### src/rtl/bcp_pkg.sv
`timescale 1ns / 1ps
`default_nettype none
package bcp_pkg;

  localparam int PRICE_WIDTH_DEF  = 32;
  localparam int SAMPLE_WIDTH_DEF = 16;
  localparam int QUEUE_DEPTH      = 2;
  localparam int CFG_ADDR_WIDTH   = 5;

  localparam int X_LIMIT   = 805306368;
  localparam int INV_LN2_E = 24204406;
  localparam int LN2_E     = 11629080;

  localparam logic [1:0] KIND_PREMIUM = 2'd0;
  localparam logic [1:0] KIND_PRICE   = 2'd1;
  localparam logic [1:0] KIND_PAYOFF  = 2'd2;

  localparam logic [2:0] REG_PREMIUM = 3'd0;
  localparam logic [2:0] REG_START   = 3'd1;
  localparam logic [2:0] REG_STRIKE  = 3'd2;
  localparam logic [2:0] REG_BARRIER = 3'd3;
  localparam logic [2:0] REG_DRIFT   = 3'd4;
  localparam logic [2:0] REG_VOL     = 3'd5;

  typedef struct packed {
    logic [31:0]        premium;
    logic [31:0]        start_price;
    logic [31:0]        strike_price;
    logic [31:0]        barrier_level;
    logic signed [31:0] drift_step;
    logic [27:0]        vol_step;
  } cfg_t;

  typedef enum logic [3:0] {
    ST_IDLE,
    ST_PREM,
    ST_MULZ,
    ST_K,
    ST_R,
    ST_HORN,
    ST_MUL,
    ST_SCALE,
    ST_SHIFT,
    ST_OUT
  } back_state_t;

  function automatic logic signed [31:0] taylor_coef(input logic [2:0] n);
    unique case (n)
      3'd0:    taylor_coef = 32'sd16777216;
      3'd1:    taylor_coef = 32'sd16777216;
      3'd2:    taylor_coef = 32'sd8388608;
      3'd3:    taylor_coef = 32'sd2796203;
      3'd4:    taylor_coef = 32'sd699051;
      3'd5:    taylor_coef = 32'sd139810;
      default: taylor_coef = 32'sd23302;
    endcase
  endfunction

endpackage
`default_nettype wire

### src/rtl/bcp_queue.sv
`timescale 1ns / 1ps
`default_nettype none
module bcp_queue
  import bcp_pkg::*;
#(
  parameter int DATA_WIDTH = 18
) (
  input  wire logic                  clk,
  input  wire logic                  rst_n,
  input  wire logic                  push_valid,
  output logic                       push_ready,
  input  wire logic [DATA_WIDTH-1:0] push_data,
  output logic                       pop_valid,
  input  wire logic                  pop_ready,
  output logic [DATA_WIDTH-1:0]      pop_data
);

  localparam int PTR_W = $clog2(QUEUE_DEPTH);

  logic [DATA_WIDTH-1:0] mem_r [QUEUE_DEPTH];
  logic [PTR_W-1:0]      wr_ptr_r, rd_ptr_r;
  logic [PTR_W:0]        count_r;
  logic                  do_push, do_pop;

  assign push_ready = (count_r != (PTR_W+1)'(QUEUE_DEPTH));
  assign pop_valid  = (count_r != '0);
  assign pop_data   = mem_r[rd_ptr_r];
  assign do_push    = push_valid && push_ready;
  assign do_pop     = pop_valid && pop_ready;

  always_ff @(posedge clk) begin
    if (do_push) begin
      mem_r[wr_ptr_r] <= push_data;
    end
  end

  always_ff @(posedge clk) begin
    if (!rst_n) begin
      wr_ptr_r <= '0;
      rd_ptr_r <= '0;
      count_r  <= '0;
    end else begin
      if (do_push) begin
        wr_ptr_r <= wr_ptr_r + 1'b1;
      end
      if (do_pop) begin
        rd_ptr_r <= rd_ptr_r + 1'b1;
      end
      priority if (do_push && !do_pop) begin
        count_r <= count_r + 1'b1;
      end else if (do_pop && !do_push) begin
        count_r <= count_r - 1'b1;
      end
    end
  end

endmodule
`default_nettype wire

### config.mk
export PLATFORM = sky130hd
export DESIGN_NAME = bcp_queue
export DESIGN_NICKNAME = d
export VERILOG_FILES = /design/src/rtl/bcp_pkg.sv /design/src/rtl/bcp_queue.sv
export SDC_FILE = /design/constraint.sdc
export NUM_CORES = 1
export LEC_CHECK = 0
export BUFFER_PORTS_ARGS = -buffer_cell sky130_fd_sc_hd__clkbuf_2
export CORE_MARGIN = 10
export CORE_UTILIZATION = 30
export DETAILED_ROUTE_END_ITERATION = 7
export HOLD_SLACK_MARGIN = 0.08
export PLACE_DENSITY = 0.62
export SETUP_SLACK_MARGIN = 0.02
export SLEW_MARGIN = 20
export SYNTH_ARGS = -nofsm -noshare
export SYNTH_HDL_FRONTEND = slang
export SYNTH_SLANG_ARGS = --single-unit
### constraint.sdc
create_clock -name clk -period 4.8 [get_ports clk]
set_clock_uncertainty 0.2 [all_clocks]
set_input_delay 0 -clock clk [delete_from_list [all_inputs] [get_ports clk]]
set_output_delay 0 -clock clk [all_outputs]
set_load 0.01 [all_outputs]
==> Word-level counts from Yosys, hierarchy flattened <==
Memory sizes are Yosys's and may differ from the RTL's. A register that Yosys moved wholly into a read port is not among the register bits.
Cells that the tools add are included.
{ "totals": {"reg_bits": 4, "latchBits": 0, "ramBits": 36, "rom_bits": 0, "inputBits": 22, "mem_count": 1} }
{ "mem_list": {"columns": ["memory", "depth", "width", "rd", "rd_ports_with_merged_regs", "wr", "line_no", "rtl"], "rows": [
  ["mem_r", 2, 18, 1, 1, 1, "bcp_queue.sv:20", "logic [DATA_WIDTH-1:0] mem_r [QUEUE_DEPTH];"]
]} }
{ "op_classes": {"add_sub_neg": 4, "n_mul": 0, "div_mod_pow": 0, "order_cmp": 0, "eq_ne": 1, "n_shift": 0, "muxes": 6, "bitwise_logic": 0, "n_reduce_logical": 8} }
{ "ops": {"columns": ["operator", "n"], "rows": [
  ["logical AND 1 bit", 4],
  ["two-way mux 1 bit", 4],
  ["two-way mux 2 bit", 2],
  ["nonzero test 2 bit", 2],
  ["adder 1 bit (second input constant)", 2],
  ["adder 2 x 1 -> 2 bit (second input constant)", 1],
  ["logical NOT 1 bit", 2],
  ["!= test 2 bit (second input constant)", 1],
  ["subtractor 2 x 1 -> 2 bit (second input constant)", 1]
]} }

==> Longest topological paths before layout <==
Gate-level depths: netlist of run 1.
{ "logic_depth": {"word_depth": 6, "mapped_depth": 6, "depth_no_buf": 6} }

==> Least setup slack after synthesis of run 1 <==
Ideal clock, no wire load.
{ "synth_path": {"kind": "register to register", "startpoint": "register count_r[0]", "endpoint": "register count_r[1]", "arrival_ns": 1.431, "slack_ns": 3.100, "path_stages_with_launch": 6, "path_buffers": 0, "cell_sequence": "dfxtp_1 > nand2b_4 > and2_1 > ha_1 > or3_1 > a21boi_1"} }
{ "synth_between": {"elab_chain_cells": 5, "elab_cells_between_ends": 13, "cone_classes": "add/sub (2); eq/ne (1); mux (2); reduce/logical (8)"} }
{ "synth_lines": {"columns": ["element", "line_no", "rtl"], "rows": [
  ["start: declaration", "bcp_queue.sv:22", "logic [PTR_W:0] count_r;"],
  ["start signal: assignment", "bcp_queue.sv:50", "count_r <= count_r + 1'b1;"],
  ["start signal: assignment", "bcp_queue.sv:52", "count_r <= count_r - 1'b1;"],
  ["!= test 2 bit *", "bcp_queue.sv:25", "assign push_ready = (count_r != (PTR_W+1)'(QUEUE_DEPTH));"],
  ["via push_ready", "bcp_queue.sv:11", "output logic push_ready,"],
  ["logical AND 1 bit *", "bcp_queue.sv:28", "assign do_push = push_valid && push_ready;"],
  ["via do_push", "bcp_queue.sv:23", "logic do_push, do_pop;"],
  ["logical NOT 1 bit", "bcp_queue.sv:51", "end else if (do_pop && !do_push) begin"],
  ["logical AND 1 bit", "bcp_queue.sv:51", null],
  ["nonzero test 2 bit (no line)", null, null]
]} }
Mark *: on every way through the listed nets, which the timed path passes. The rest lies on a longest branch. The select of a mux whose other input is x is not followed.
A chain may end at the register's enable or synchronous reset.

==> Worst setup path after layout of run 1 <==
{ "layout_path": {"startpoint": "register count_r[0]", "endpoint": "memory mem_r[1][5], enable pin"} }
{ "layout_between": {"elab_chain_cells": 4} }
{ "layout_lines": {"columns": ["element", "line_no", "rtl"], "rows": [
  ["!= test 2 bit", "bcp_queue.sv:25", null],
  ["logical AND 1 bit", "bcp_queue.sv:28", null],
  ["two-way mux 1 bit", "bcp_queue.sv:32", "if (do_push) begin"],
  ["two-way mux 1 bit (implied by the code)", "bcp_queue.sv:33", "mem_r[wr_ptr_r] <= push_data;"],
  ["end: declaration", "bcp_queue.sv:20", null]
]} }
Every way passes these cells.

==> key figures, run 1 <==
Timing
  • Worst-Margin Slew: 0.819 ns
  • Period minus WS final: roughly 1.9 ns
  • Headroom to the max-slew limit: 0.454
  • Final-report hold violation count: 0
  • Setup TNS: 0 ns
  • Pins Over Slew Limit: 0
  • Achievable Freq: 532 MHz
  • Final worst path period share: 0.392
  • Setup Viol. Count Final: 0
  • RSZ-0062 raised after global routing: no

Global route
  • GR peak layer: met2
  • GR Overflow Total: 0
  • Initial antenna violation count: 0
  • GRT met2 Usage: 0.123
  • Vias in the first global route: 1,022
  • M1 GR Usage: 0.0748
  • Overall global routing resource usage: 0.0719
  • First-pass GRT wire length: 4.85 mm
  • Global routing usage on met3: 0.0367
  • Largest net degree at the start of global routing: 19

CTS
  • Post-CTS sizing: 0
  • Clock Root Buffer: clkbuf_8
  • Max Buffers Root-to-Sink: 2
  • CTS Buf Count: 5
  • Post-CTS setup buffer count: 0
  • H-tree depth: 2
  • CTS tree: done
  • Hold buffer count at cts: 22
  • Clk_lat worst skew: 0.28 ns
  • CTS Sinks: 41
  • Clock transition at path regs: 0.07 ns

Pwr
  • Leakage power: 0.814 nW
  • Power density over the cells: roughly 450 mW/mm^2
  • VDD IR-drop max: about 320 uV

Final layout
  • Most frequent cells in the layout: clkbuf_2 (41), edfxtp_1 (36), dlygate4sd3_1 (22), mux2_2 (18)
  • Most common cell after layout, fill and taps aside: clkbuf_2
  • Fin util: 0.421
  • Layout net count: 171
  • Diode count: 0
  • Synth-to-Final Area Change: 37.8%
  • Share of cells above drive strength 1: 0.456

Route
  • Routed vias: 887
  • Drt drc: 0
  • WL final: 2.89 mm
  • DR iter-0 viols: 28
  • Vias per inst: a little over 4
  • Drt pass-1 iters: 4
  • Post-route antenna net violation count: 0
  • Drt wl/cell: around 13 um

Logic synthesis
  • Seq cells post-synth: between 40 and 50
  • Post-Synth Adder-Cell Area: 0.00813
  • Syn nets: 103
  • Post-synthesis compound-gate area fraction: 0.0228
  • YS warnings: 0
  • Mapped Cells: 80
  • Largest family of logic cells by synthesized area: multiplexers
  • Synth top area share: 0.702
  • Multiplexer share of the synthesized area: 0.132
  • Area leader, netlist: edfxtp_1
  • Post-Syn Area: 0.00154 sq mm
  • Synth Area in Simple Gates: 0.0423
  • Top cells by area, synth: edfxtp_1 (70%), mux2_2 (13%), dfxtp_1 (6.5%)
  • Synth Area per Inst: just under 20 sq um
  • XOR/XNOR share of the synthesized area: 0.0171
  • Sequential element share of the synthesized area: 0.767
  • Distinct cells, synth: 20

Worst hold path
  • Hold path start: push_data[9]
  • Min-Delay Endpoint: mem_r[1][9]
  • Worst hold stages: 2
  • Min-delay worst type: in2reg

Status
  • Status: finished, final reports clean

Floorplanning
  • Ports: 42
  • Die ar.: 0.00840 sq mm
  • CORE AREA: 0.00504 sq mm
  • Site row count: 26
  • Initial Util: 0.305
  • Die Ht: about 92 um
  • Width of the die: 91.6 um

Worst setup path
  • Critical path's largest stage delay: 0.70 ns
  • Worst-case reg-to-reg path depth: 2
  • Crit path launch: count_r[0]
  • Top cell family by delay on the critical path: simple AND/OR/NAND/NOR gates
  • RR Startpoint: count_r[0]
  • Bufs and invs on worst path: 0
  • Crit path required time: between 4 and 5 ns
  • Reg2reg end: mem_r[1][5]
  • CP startpoint kind: flop
  • CP max FO: 18
  • Internal reg-to-reg setup slack: 2.92 ns
  • Critical path class: reg2reg
  • Cells along the critical path: nand2b_4 -> and3_1
  • Arrival @ worst endpoint: 1.59 ns
  • Slowest stage cell, crit path: and3_1
  • Critical Path End Type: flop

Place
  • Port Buf Inserts: 41
  • Hpwl dp: 2.19 mm
  • Final RePlAce weighted congestion: 0.595

Job
  • MaxCap Viol Count: 0
worst register-to-register path, cell delays in order, from the launching register on:
cell,delay [ns]
dfxtp_1,0.42
nand2b_4,0.19
and3_1,0.70
layer usage:
metal	vias up	wire length [um]
li1	439	-
met1	418	1160
met2	26	1460
met3	4	245
met4	0	33
met5	-	0
layout make-up:
type / count / area, sq um
Inverter: 1 / 3.75
Multi-Input combinational cell: 36 / 342
Fill cell: 457 / 2920
Clock inverter: 3 / 12.5
Sequential cell: 41 / 1180
Tap cell: 70 / 87.6
Clock buffer: 5 / 68.8
Timing Repair Buffer: 63 / 425
cells by family (layout without fill, tap and decap cells):
kind of cell / Yosys count / after routing
xor+xnor: 3 / 3
simple gates: 9 / 9
buf+inv: 3 / 72
compound gates: 5 / 5
mux: 18 / 18
fa+ha+maj: 1 / 1
flops: 41 / 41
worst max-delay path by stage:
| stage | endpoint | slack, ns | cells after the start |
|---|---|---|---|
| finish | mem_r[1][5] | 2.92 | 2 |
| global route | pop_data[13] | 2.79 | 2 |
| CTS | pop_data[4] | 2.87 | 2 |
| detailed placement | mem_r[1][11] | 2.90 | 2 |
| global placement | mem_r[1][11] | 2.97 | 2 |
| floorplan | count_r[1] | 3.10 | 5 |
Yosys cell counts:
cell type	count
dfxtp_1	5
and2_1	4
xor2_1	1
buf_4	1
xnor2_1	2
ha_1	1
a21boi_1	1
and3_1	1
buf_2	1
nand3b_1	1
o21ai_0	1
or2_2	1
nand2b_4	1
a21boi_0	1
a21bo_2	1
o21ai_1	1
edfxtp_1	36
inv_1	1
or3_1	1
mux2_2	18
state kept, by name (all words and copies together) (netlist names), named ones only:
name,flops
rd_ptr_r,1
mem_r,36
count_r,2
wr_ptr_r,1
where the power goes:
group	switching [W]	internal (W)	total, W	leakage [nW]
combinational	0.000124	0.000145	0.000269	0.394
clock	0.000101	0.0000976	0.000199	0.0430
sequential	0.0000397	0.000449	0.000489	0.377
metrics by stage:
stage	power [W]	worst slack (ns)	hold slack [ns]	instances	instance area, sq um
after floorplan	0.000656	3.10	-0.101	80	1540
after global placement	0.000742	2.97	-0.00776	189	1820
after detailed placement	0.000755	2.90	-0.00616	189	1820
after CTS	0.000973	2.87	0.245	219	2120
after global routing	0.00102	2.79	0.249	219	2120
final	0.000957	2.92	0.247	219	2120
No activity file was read; power rests on OpenSTA's default activity.
==> run 2: changes to the inputs <==
Settings changed: PLACE_DENSITY 0.62 to 0.63.
Clock period 4.8 ns to 1.5 ns, I/O delays scaled along.
==> key figures, run 2 (synthesis gave the netlist of run 1 again) <==
Worst setup path
  • Bufs and invs on worst path: 0
  • Worst-case reg-to-reg path depth: 6
  • Critical Path End Type: flop
  • Critical path class: reg2reg
  • CP startpoint kind: flop
  • Crit path launch: count_r[0]
  • Slowest stage cell, crit path: dfxtp_2
  • RR Startpoint: count_r[0]
  • Arrival @ worst endpoint: 1.72 ns
  • Reg2reg end: count_r[1]
  • Critical path's largest stage delay: roughly 0.34 ns
  • CP max FO: 4
  • Levels on crit path: 6
  • Crit path required time: 1.51 ns
  • Internal reg-to-reg setup slack: -0.22 ns
  • Top cell family by delay on the critical path: simple AND/OR/NAND/NOR gates
  • Cells along the critical path: nand2b_4 -> and2_4 -> ha_4 -> xor2_2 -> or3_1 -> a21boi_1

Final layout
  • Largest Register: mem_r
  • Synth-to-Final Area Change: 70.7%
  • Diode count: 0
  • Most frequent cells in the layout: edfxtp_1 (36), clkbuf_2 (22), dlygate4sd3_1 (20), buf_6 (20), mux2_4 (18)
  • Area occupied by multi-input gates: 439 sq um
  • Share of cells above drive strength 1: 0.572
  • Layout Cells excl Fill: 236
  • Register area: 0.00119 sq mm
  • Most common cell after layout, fill and taps aside: edfxtp_1
  • Layout net count: 188
  • Biggest regs: mem_r x36, count_r x2
  • Max reg flops: 36
  • Fill cells: 432

Floorplanning
  • Width of the die: around 90 um
  • Ports: 42
  • Die ar.: 0.00840 sq mm
  • Site row count: 26
  • Die Ht: between 90 and 100 um
  • Initial Util: 0.305
  • CORE AREA: 0.00504 sq mm

Place
  • Placed cells: 200
  • Hpwl dp: 2.38 mm
  • Final RePlAce weighted congestion: 0.742
  • Port Buf Inserts: between 40 and 50

Route
  • Drt drc: 0
  • Vias per inst: 4.24
  • Drt pass-1 iters: 3
  • DR iter-0 viols: 15
  • Drt wl/cell: 14.8 um
  • Post-route antenna net violation count: 0
  • Routed vias: 1,001
  • WL final: 3.48 mm

CTS
  • Clock transition at path regs: 0.07 ns
  • Clk_lat worst skew: 0.28 ns
  • Clock Root Buffer: clkbuf_8
  • Max Buffers Root-to-Sink: 2
  • CTS Buf Count: 5
  • CTS tree: done
  • CTS Sinks: 41
  • H-tree depth: 2

Timing
  • Pins Over Slew Limit: 0
  • Headroom to the max-slew limit: 0.811
  • Period minus WS final: between 1.5 and 2 ns
  • Final-report hold violation count: 0
  • RSZ-0062 raised after global routing: yes
  • Hold WS: about 0.074 ns
  • Final worst path period share: 1.15
  • Worst-Margin Slew: 0.282 ns
  • Worst Slack Setup Final: -0.219 ns
  • Setup Viol. Count Final: 28
  • Achievable Freq: 582 MHz

Global route
  • Overall global routing resource usage: 0.0848
  • Vias in the first global route: 1,197
  • Initial antenna violation count: 0
  • M1 GR Usage: 0.0923
  • Largest net degree at the start of global routing: 13
  • GRT met2 Usage: 0.140
  • GR Overflow Total: 0
  • Global routing usage on met3: 0.0383
  • First-pass GRT wire length: around 5.7 mm
  • GR peak layer: met2

Worst hold path
  • Worst hold stages: 3
  • Min-delay worst type: in2reg
  • Min-Delay Endpoint: mem_r[1][9]
  • Hold path start: push_valid

Pwr
  • Leakage power: between 1 and 1.5 nW
  • Power density over the cells: 1570 mW/mm^2
  • VDD IR-drop max: ~910 uV

Status
  • Status: complete, but fails checks
  • Failing checks: setup timing

Job
  • MaxCap Viol Count: 0
## run 2: report_power, final
group	leakage (nW)	switching, W	total (W)	internal, W
clock	0.0528	0.000355	0.000846	0.000491
combinational	0.611	0.000631	0.00174	0.00111
sequential	0.379	0.0000812	0.00153	0.00145
total	1.04	0.00107	0.00412	0.00305
## run 2: worst min-delay path: cells and delay by family
family / cells / cell delay, ns
AND/OR/NAND/NOR: 1 / 0.22
buffers and inverters: 2 / 0.23
## run 2: cell type report
cell class,count,area share
Timing Repair Buffer,80,0.304
Tap cell,70,0.0333
Sequential cell,41,0.452
Inverter,1,0.00286
Clock inverter,2,0.0129
Multi-Input combinational cell,36,0.167
Clock buffer,6,0.0276
## run 2: per-stage QoR
step | area, sq um | TNS [ns] | power (W) | setup WS [ns] | utilization
after CTS | 2470 | -5.04 | 0.00383 | -0.224 | 0.490
after global routing | 2630 | -2.92 | 0.00434 | -0.265 | 0.521
final | 2630 | -1.18 | 0.00412 | -0.219 | 0.521
after global placement | 1970 | -0.101 | 0.00259 | -0.101 | 0.391
after detailed placement | 1970 | -1.08 | 0.00265 | -0.245 | 0.391
after floorplan | 1560 | -0.152 | 0.00212 | -0.152 | -
## run 2: layer usage
metal | share of wire | up-vias | wire length, um
li1 | - | 476 | -
met3 | 0.090 | 7 | 314
met2 | 0.50 | 35 | 1740
met1 | 0.39 | 483 | 1380
met4 | 0.015 | 0 | 53
met5 | 0 | - | 0
## run 2: timing repair
action | CTS | global route
pin swaps | 1 | 0
hold buffers | 20 | 0
setup buffers | 5 | 2
endpoints found under the setup margin | 51 | 58
gates resized for setup | 21 | 58
hold endpoints to repair | 41 | 0
cloned | 3 | 0
## run 2: worst max path at each step
stage                  to  slack, ns
3_5_place_dp   count_r[1]      -0.24
5_1_grt        count_r[1]      -0.27
2_1_floorplan  count_r[1]      -0.15
4_1_cts        count_r[1]      -0.22
3_3_place_gp   count_r[1]      -0.10
6_report       count_r[1]      -0.22
==> run 3: changes to the inputs <==
Settings changed: ABC_AREA set to 1, CORE_UTILIZATION 30 to 46, CTS_BUF_LIST set to sky130_fd_sc_hd__clkbuf_4 sky130_fd_sc_hd__clkbuf_8 sky130_fd_sc_hd__clkbuf_16, PLACE_DENSITY 0.63 to 0.85.
==> key figures, run 3 <==
Timing
  • Worst Slack Setup Final: -0.0167 ns
  • Final worst path period share: 1.01
  • RSZ-0062 raised after global routing: yes
  • Period minus WS final: roughly 1.5 ns
  • Final-report hold violation count: 0
  • Setup TNS: -0.0167 ns
  • Headroom to the max-slew limit: 0.887
  • Setup Viol. Count Final: 1
  • Pins Over Slew Limit: 0
  • Achievable Freq: 659 MHz
  • Worst-Margin Slew: 0.170 ns

Worst setup path
  • Crit path required time: 1.53 ns
  • Crit path launch: count_r[0]
  • Levels on crit path: 8
  • Critical Path End Type: flop
  • Slowest stage cell, crit path: dfxtp_4
  • Internal reg-to-reg setup slack: -0.02 ns
  • Bufs and invs on worst path: 2
  • Arrival @ worst endpoint: approximately 1.6 ns
  • Cells along the critical path: o21a_4 -> inv_2 -> ha_4 -> inv_2 -> nand2_2 -> nand4_1 -> nand2_1 -> nor2_1
  • Critical path class: reg2reg
  • Critical Path Sink: count_r[1]
  • Reg2reg end: count_r[1]
  • Critical path's largest stage delay: ~0.38 ns
  • Top cell family by delay on the critical path: flip-flops
  • Cell mode on critical path: inv_2
  • CP max FO: 3
  • RR Startpoint: count_r[0]
  • CP startpoint kind: flop
  • Worst-case reg-to-reg path depth: 8

Global route
  • Vias in the first global route: 1,179
  • GR Overflow Total: 0
  • Largest net degree at the start of global routing: 13
  • Overall global routing resource usage: 0.115
  • First-pass GRT wire length: 5.46 mm
  • Initial antenna violation count: 0

Job
  • MaxCap Viol Count: 0

Logic synthesis
  • Seq cells post-synth: 41
  • Sequential element share of the synthesized area: 0.742
  • YS warnings: 0
  • Primary FF master, synth: edfxtp_1
  • Synth Area per Inst: 17.1 sq um
  • Distinct cells, synth: 15
  • Top-count cell post-synth: edfxtp_1
  • Mapped Cells: 93
  • Fraction of registers with async set or reset after synthesis: 0
  • Synth top area share: 0.679
  • Area leader, netlist: edfxtp_1
  • Number of enable flip-flop cells after synthesis: 36
  • Synth top cells by count: edfxtp_1 (36), mux2_4 (10), nand2_1 (9)
  • Syn nets: 116
  • Post-Syn Area: around 0.0016 sq mm
  • Top cells by area, synth: edfxtp_1 (68%), mux2_4 (9.4%), dfxtp_1 (6.3%)

Place
  • Port Buf Inserts: 41
  • Dpl ws: -0.142 ns
  • Hpwl dp: 2.30 mm
  • Final RePlAce weighted congestion: 0.674

Route
  • Routed vias: 1,010
  • Drt drc: 0
  • DR iter-0 viols: 30
  • Drt pass-1 iters: 4
  • WL final: 3.43 mm
  • Vias per inst: 4.72
  • Post-route antenna net violation count: 0
  • Drt wl/cell: 16.0 um

Floorplanning
  • Ports: 42
  • Site row count: 21
  • CORE AREA: 0.00334 sq mm
  • Width of the die: around 80 um
  • Die ar.: 0.00622 sq mm
  • Die Ht: 78.8 um
  • Initial Util: 0.477

Pwr
  • Leakage power: slightly below 1 nW
  • Power density over the cells: approximately 1500 mW/mm^2
  • VDD IR-drop max: 956 uV

Final layout
  • Most common cell after layout, fill and taps aside: edfxtp_1
  • Biggest regs: mem_r x36, count_r x2
  • Layout net count: 191
  • Share of cells above drive strength 1: 0.530
  • Largest Register: mem_r
  • Synth-to-Final Area Change: 50.3%
  • Most frequent cells in the layout: edfxtp_1 (36), clkbuf_2 (28), dlygate4sd3_1 (21), mux2_4 (18), buf_6 (13)
  • Diode count: 0
  • Max reg flops: 36
  • Fill cells: approximately 230

CTS
  • Max Buffers Root-to-Sink: 2
  • H-tree depth: 2
  • CTS Buf Count: 5
  • CTS Sinks: slightly above 40
  • CTS tree: done
  • Clock transition at path regs: 0.10 ns
  • Clk_lat worst skew: 0.33 ns
  • Clock Root Buffer: clkbuf_4

Worst hold path
  • Min-delay worst type: in2reg
  • Worst hold stages: 2

Status
  • Status: complete, but fails checks
  • Failing checks: setup timing
run 3: cell types whose count changed after synthesis, sizes merged, moves of 2 or more:
cell / change
a21boi: -2
and2: -4
inv: +7
nand2: +9
nor2: +8
xnor2: -2
run 3: worst min path at each step:
stage	from	end
CTS	push_data[11]	mem_r[0][11]
detailed placement	push_data[12]	mem_r[0][12]
floorplan	push_data[0]	mem_r[0][0]
finish	push_data[11]	mem_r[0][11]
global placement	push_data[5]	mem_r[0][5]
global route	push_data[11]	mem_r[0][11]
run 3: kinds of logic (layout without fill, tap and decap cells):
group | count (synthesis) | after routing | share of synthesized area
DFF | 41 | 41 | 0.742
and+or+nand+nor | 19 | 19 | 0.0471
muxes | 18 | 18 | 0.151
buffers and inverters | 10 | 85 | 0.0385
AOI/OAI and AO/OA | 4 | 4 | 0.0141
adders and majority gates | 1 | 1 | 0.00785
run 3: through the flow:
step / total power [W] / hold WS, ns / instances / utilization / instance area (sq um)
after global routing: 0.00367 / 0.180 / 214 / 0.717 / 2390
final: 0.00347 / 0.191 / 214 / 0.717 / 2390
after floorplan: 0.00221 / -0.101 / 93 / - / 1620
after detailed placement: 0.00260 / -0.00635 / 184 / 0.581 / 1940
after global placement: 0.00253 / -0.0100 / 184 / 0.581 / 1940
after CTS: 0.00335 / 0.180 / 214 / 0.691 / 2300
run 3: area by class of cell:
class                   instances  area [sq um]  area share
multi-input cells              42           442       0.185
well taps                      46          57.6      0.0240
flip-flops and latches         41          1190       0.498
repair buffers                 70           617       0.258
inverters                       8          35.0      0.0146
clock buffers                   6          45.0      0.0188
clock inverters                 1          5.00     0.00209
run 3: routing by layer:
layer | part of all wire | up-vias | global-route usage
met4 | 0.040 | 0 | 0.0663
li1 | - | 485 | -
met2 | 0.53 | 39 | 0.207
met5 | 0 | - | 0
met3 | 0.072 | 13 | 0.0529
met1 | 0.36 | 473 | 0.104
run 3: worst reg2reg max path, cell delays in order (launching register included):
cell and delay, ns:
dfxtp_4 0.38, o21a_4 0.23, inv_2 0.07, ha_4 0.14
inv_2 0.04, nand2_2 0.07, nand4_1 0.12, nand2_1 0.11
nor2_1 0.05
run 3: what timing repair did:
action,4_1_cts,5_1_grt
pin swaps,5,2
endpoints found under the setup margin,20,20
gates cloned,1,0
hold buffers,21,0
endpoints found under the hold margin,77,0
buffers inserted,1,0
gates resized for setup,27,31
run 3: where the power goes:
part	leakage, nW	switching, W	internal [W]	total (W)
combinational	0.566	0.000628	0.000783	0.00141
clock	0.0315	0.000306	0.000191	0.000497
sequential	0.379	0.000100	0.00147	0.00157
total	0.977	0.00103	0.00244	0.00347
